`config.mk`:
```
export PLATFORM = sky130hd
export DESIGN_NAME = ssc_fifo
export DESIGN_NICKNAME = d
export VERILOG_FILES = /design/src/rtl/ssc_pkg.sv /design/src/rtl/ssc_fifo.sv
export SDC_FILE = /design/constraint.sdc
export NUM_CORES = 2
export LEC_CHECK = 0
export BUFFER_PORTS_ARGS = -buffer_cell sky130_fd_sc_hd__buf_4
export CAP_MARGIN = 10
export CORE_MARGIN = 1
export CORE_UTILIZATION = 29
export CTS_BUF_LIST = sky130_fd_sc_hd__clkbuf_16
export DETAILED_ROUTE_END_ITERATION = 10
export PLACE_DENSITY_LB_ADDON = 0.05
export SLEW_MARGIN = 30
export SYNTH_ARGS = -nofsm -noshare
export SYNTH_HDL_FRONTEND = slang
export SYNTH_SLANG_ARGS = --single-unit
```
`constraint.sdc`:
```
create_clock -name clk -period 23 [get_ports clk]
set_clock_uncertainty 0.05 [all_clocks]
set_input_delay 2.3 -clock clk [delete_from_list [all_inputs] [get_ports clk]]
set_output_delay 2.3 -clock clk [all_outputs]
set_load 0.05 [all_outputs]
```
`src/rtl/ssc_pkg.sv`:
```
// Package for the segment/segment closest-point unit.
// Widths, pipeline latencies, register codes and the queue entry type.
// No dependencies.
package ssc_pkg;

  localparam int CW        = 32;             // coordinate width
  localparam int FRAC_BITS = 16;
  localparam int T_FRAC    = 30;             // fraction bits of s and t
  localparam int QW        = T_FRAC + 1;     // s, t in [0, 2^T_FRAC]
  localparam int DW        = CW + 1;         // difference vector component
  localparam int PRW       = 2 * DW;         // component product
  localparam int DOTW      = PRW + 1;        // dot product of three components
  localparam int MW        = DOTW + 1;       // wide multiplier operand
  localparam int MH        = MW / 2;
  localparam int PW2       = 2 * MW;         // wide multiplier product
  localparam int DVW       = PW2;            // divider operand width
  localparam int PAW       = 4;
  localparam int MUL_LAT   = 3;
  localparam int DIV_LAT   = T_FRAC + 1;
  localparam int FQ_D      = 4;
  localparam int FQ_AW     = $clog2(FQ_D);

  localparam logic [63:0] THR_RST = 64'((65'd1 << (2 * FRAC_BITS)) / 65'd3);
  localparam logic        REG_THR = 1'b0;

  typedef logic [2:0][CW-1:0] vec_t;
  typedef logic [2:0][DW-1:0] dvec_t;

  typedef struct packed {
    vec_t            p1;
    dvec_t           d1;
    vec_t            p2;
    dvec_t           d2;
    logic [DOTW-1:0] a;
    logic [DOTW-1:0] e;
    logic [DOTW-1:0] f;
    logic [DOTW-1:0] c;
    logic [DOTW-1:0] b;
    logic            deg1;
    logic            deg2;
  } fe_t;

endpackage

```
`src/rtl/ssc_fifo.sv`:
```
// Short queue between the front end and the solver back end.
// Depends on ssc_pkg (entry type and depth).
module ssc_fifo import ssc_pkg::*; (
  input  logic clk,
  input  logic rst_n,
  input  logic push,
  input  fe_t  wdata,
  input  logic pop,
  output fe_t  rdata,
  output logic full,
  output logic empty
);

  fe_t              mem [FQ_D];
  logic [FQ_AW-1:0] wp_r, rp_r;
  logic [FQ_AW:0]   cnt_r;

  always_ff @(posedge clk) begin
    if (!rst_n) begin
      wp_r  <= '0;
      rp_r  <= '0;
      cnt_r <= '0;
    end else begin
      if (push) wp_r <= wp_r + 1'b1;
      if (pop)  rp_r <= rp_r + 1'b1;
      cnt_r <= cnt_r + (FQ_AW+1)'(push) - (FQ_AW+1)'(pop);
    end
  end

  always_ff @(posedge clk) begin
    if (push) begin
      mem[wp_r] <= wdata;
    end
  end

  assign rdata = mem[rp_r];
  assign full  = cnt_r == (FQ_AW+1)'(FQ_D);
  assign empty = cnt_r == '0;

endmodule

```
==> summary.txt <==
Run status
  • Outcome: completed

CTS
  • TritonCTS clock tree: yes
  • Worst-path clk slew: 0.06 ns
  • Latest clock arrival within the worst-skew pair: 0.90 ns
  • CTS sink count: 2917
  • CTS HTree Levels: 5
  • Post-CTS Resized: 0
  • CTS Root Cell: clkbuf_16
  • Longest Clk Path Bufs: 4
  • CTS Buf Count: 342
  • Hold buffers post-CTS: 0
  • # Post-CTS Setup Buffers: 0

Floorplanning
  • Initial Utilization: 0.292
  • Die W: 604 um
  • I/O Pins: 1460
  • Die area: 365000 um2
  • Die H: 604 um
  • Core ar.: 360000 um2
  • # rows: 220

Final layout
  • Most frequent cells in the layout: edfxtp_1, buf_4, mux4_2, clkbuf_16, inv_1
  • Synthesis-to-finish area growth: 26.5%
  • Most common cell after layout, fill and taps aside: edfxtp_1
  • Design Area, Final: 133000 um2
  • Nets: 6303
  • Fraction of layout cells with a size suffix above 1: 0.468
  • Post-Layout Cell Count: 10600

Worst setup path
  • CP Data Required Time: 20.65 ns
  • CP endpoint kind: output pin
  • CP max FO: 86
  • Startpoint Class: flop
  • CP Class: reg2out
  • CP arrival: 5.06 ns

Global routing
  • Overflow after GRT: 0
  • First-pass GRT wire length: 432 mm
  • Largest net degree at the start of global routing: 132
  • Vias in the first global route: 51200
  • GRT Overall Usage: 0.171
  • Antenna violations before repair: 168

Yosys
  • Syn_nets: 4578
  • Register area share after synthesis: 0.833
  • Synth unique cells: 21
  • Synthesized flop and latch total: 2917
  • Post-synthesis instance area: 105000 um2
  • Ys Warns: 0
  • Mapped Cells: 3840
  • Mapped Avg Cell Area: 27.4 um2

Timing
  • Hold Fails Final Rpt: 0
  • Hold_ws: 0.483 ns
  • Final setup viols: 0
  • Setup_tns: 0 ns
  • Tcrit/Tclk final: 0.322
  • Slew HR: 0.335
  • Worst Tran Pin Value: 0.997 ns
  • Top achievable clock speed: 0.135 GHz
  • RSZ-0062 raised after global routing: false
  • Pins Over Slew Limit: 0
  • Min Tclk post-route: 7.41 ns

Job
  • Max_cap viols: 0

Placed design
  • Dpl cells: 9988
  • Detailed Place HPWL: 213 mm
  • DP Area: 122000 um2
  • Gpl congestion: 0.746
  • Port Buffers: 1459

Routing
  • TritonRoute pass-1 iters: 5
  • Iteration-0 DRC Markers: 3201
  • Via density: 4.56
  • DRC violations left: 0
  • Post-Route WL: 321 mm
  • WL/cell: 30.2 um
  • Antenna-violating nets left: 0
  • DR vias: 48500

Pwr
  • Max IR drop VDD: 0.0623 mV
  • Total power: 13.3 mW
  • Pwr dens: 100 nW/um2
  • P_leak: 44.0 nW

Min path
  • Min-delay worst type: reg2reg
[Yosys cell counts]
cell type | n | share of area
nor2_1 | 5 | 0.00018
dfxtp_1 | 9 | 0.0017
xnor2_1 | 2 | 0.00017
clkbuf_1 | 7 | 0.00025
inv_1 | 7 | 0.00025
buf_1 | 29 | 0.0010
nor3_1 | 1 | 0.000048
and3_1 | 1 | 0.000060
ha_1 | 6 | 0.00071
nand3b_1 | 1 | 0.000071
mux2i_1 | 1 | 0.000095
mux4_2 | 727 | 0.16
buf_6 | 5 | 0.00054
and2_1 | 6 | 0.00036
buf_4 | 46 | 0.0033
fa_1 | 1 | 0.00019
edfxtp_1 | 2908 | 0.83
a21bo_2 | 1 | 0.000095
a21oi_1 | 1 | 0.000048
buf_2 | 75 | 0.0036
xor3_1 | 1 | 0.00023
[worst paths after layout]
path | cells past startpoint | start | slack [ns] | to
setup / recovery | 5 | flop | 15.59 | rdata[28]
hold / removal | 2 | rp_r[1] | 0.48 | flop
setup reg to reg | 7 | wp_r[0] | 18.22 | mem[2][3]
hold reg to reg | 2 | rp_r[1] | 0.48 | flop
[sequential cells by signal, indices dropped and copies added, names as in the netlist, named ones only]
name,flops
wp_r,2
cnt_r,3
rp_r,2
mem,2908
[final cells by class]
cell class | instances | area (um2)
Antenna cell | 50 | 125
Clock buffer | 349 | 8730
Clock inverter | 256 | 1970
Fill cell | 32900 | 227000
Inverter | 7 | 26.3
Multi-Input combinational cell | 754 | 16600
Sequential cell | 2917 | 87500
Tap cell | 4773 | 5970
Timing Repair Buffer | 1543 | 11900
[kinds of logic (layout without fill, tap and decap cells)]
family	count (synthesis)	in the layout	synth area share
flip-flops	2917	2917	0.833
multiplexers	728	728	0.156
buffers and inverters	169	2155	0.00893
AND/OR/NAND/NOR	14	14	0.000715
adder cells (fa/ha/maj)	7	7	0.000905
XOR/XNOR	3	3	0.000393
AO/OA/AOI/OAI	2	2	0.000143
other	0	50	0
[layer usage]
metal	vias to the layer above	routed length (um)	global-route usage
li1	20400	-	-
met1	25800	111000	0.180
met2	1578	164000	0.294
met3	680	31200	0.0731
met4	104	14700	0.0804
met5	-	669	0
[critical path, cell delays in order, from the launching register on]
cell and delay (ns):
dfxtp_4 0.87, buf_4 0.77, buf_4 0.76, buf_12 0.63, mux4_2 0.64, buf_4 0.21
[stage by stage]
stage	setup slack, ns	util
finish	15.59	0.369
global placement	16.06	0.339
CTS	15.11	0.369
floorplan	3.18	-
global route	15.05	0.369
detailed placement	16.08	0.339
[report_power, final]
part           internal (mW)  switching (mW)  leakage (nW)  total [mW]
combinational          0.617            1.34          11.7        1.96
sequential              6.12          0.0510          26.8        6.17
clock                   3.00            2.17          5.51        5.17
total                   9.73            3.56          44.0        13.3
No activity file was read; power rests on OpenSTA's default activity.
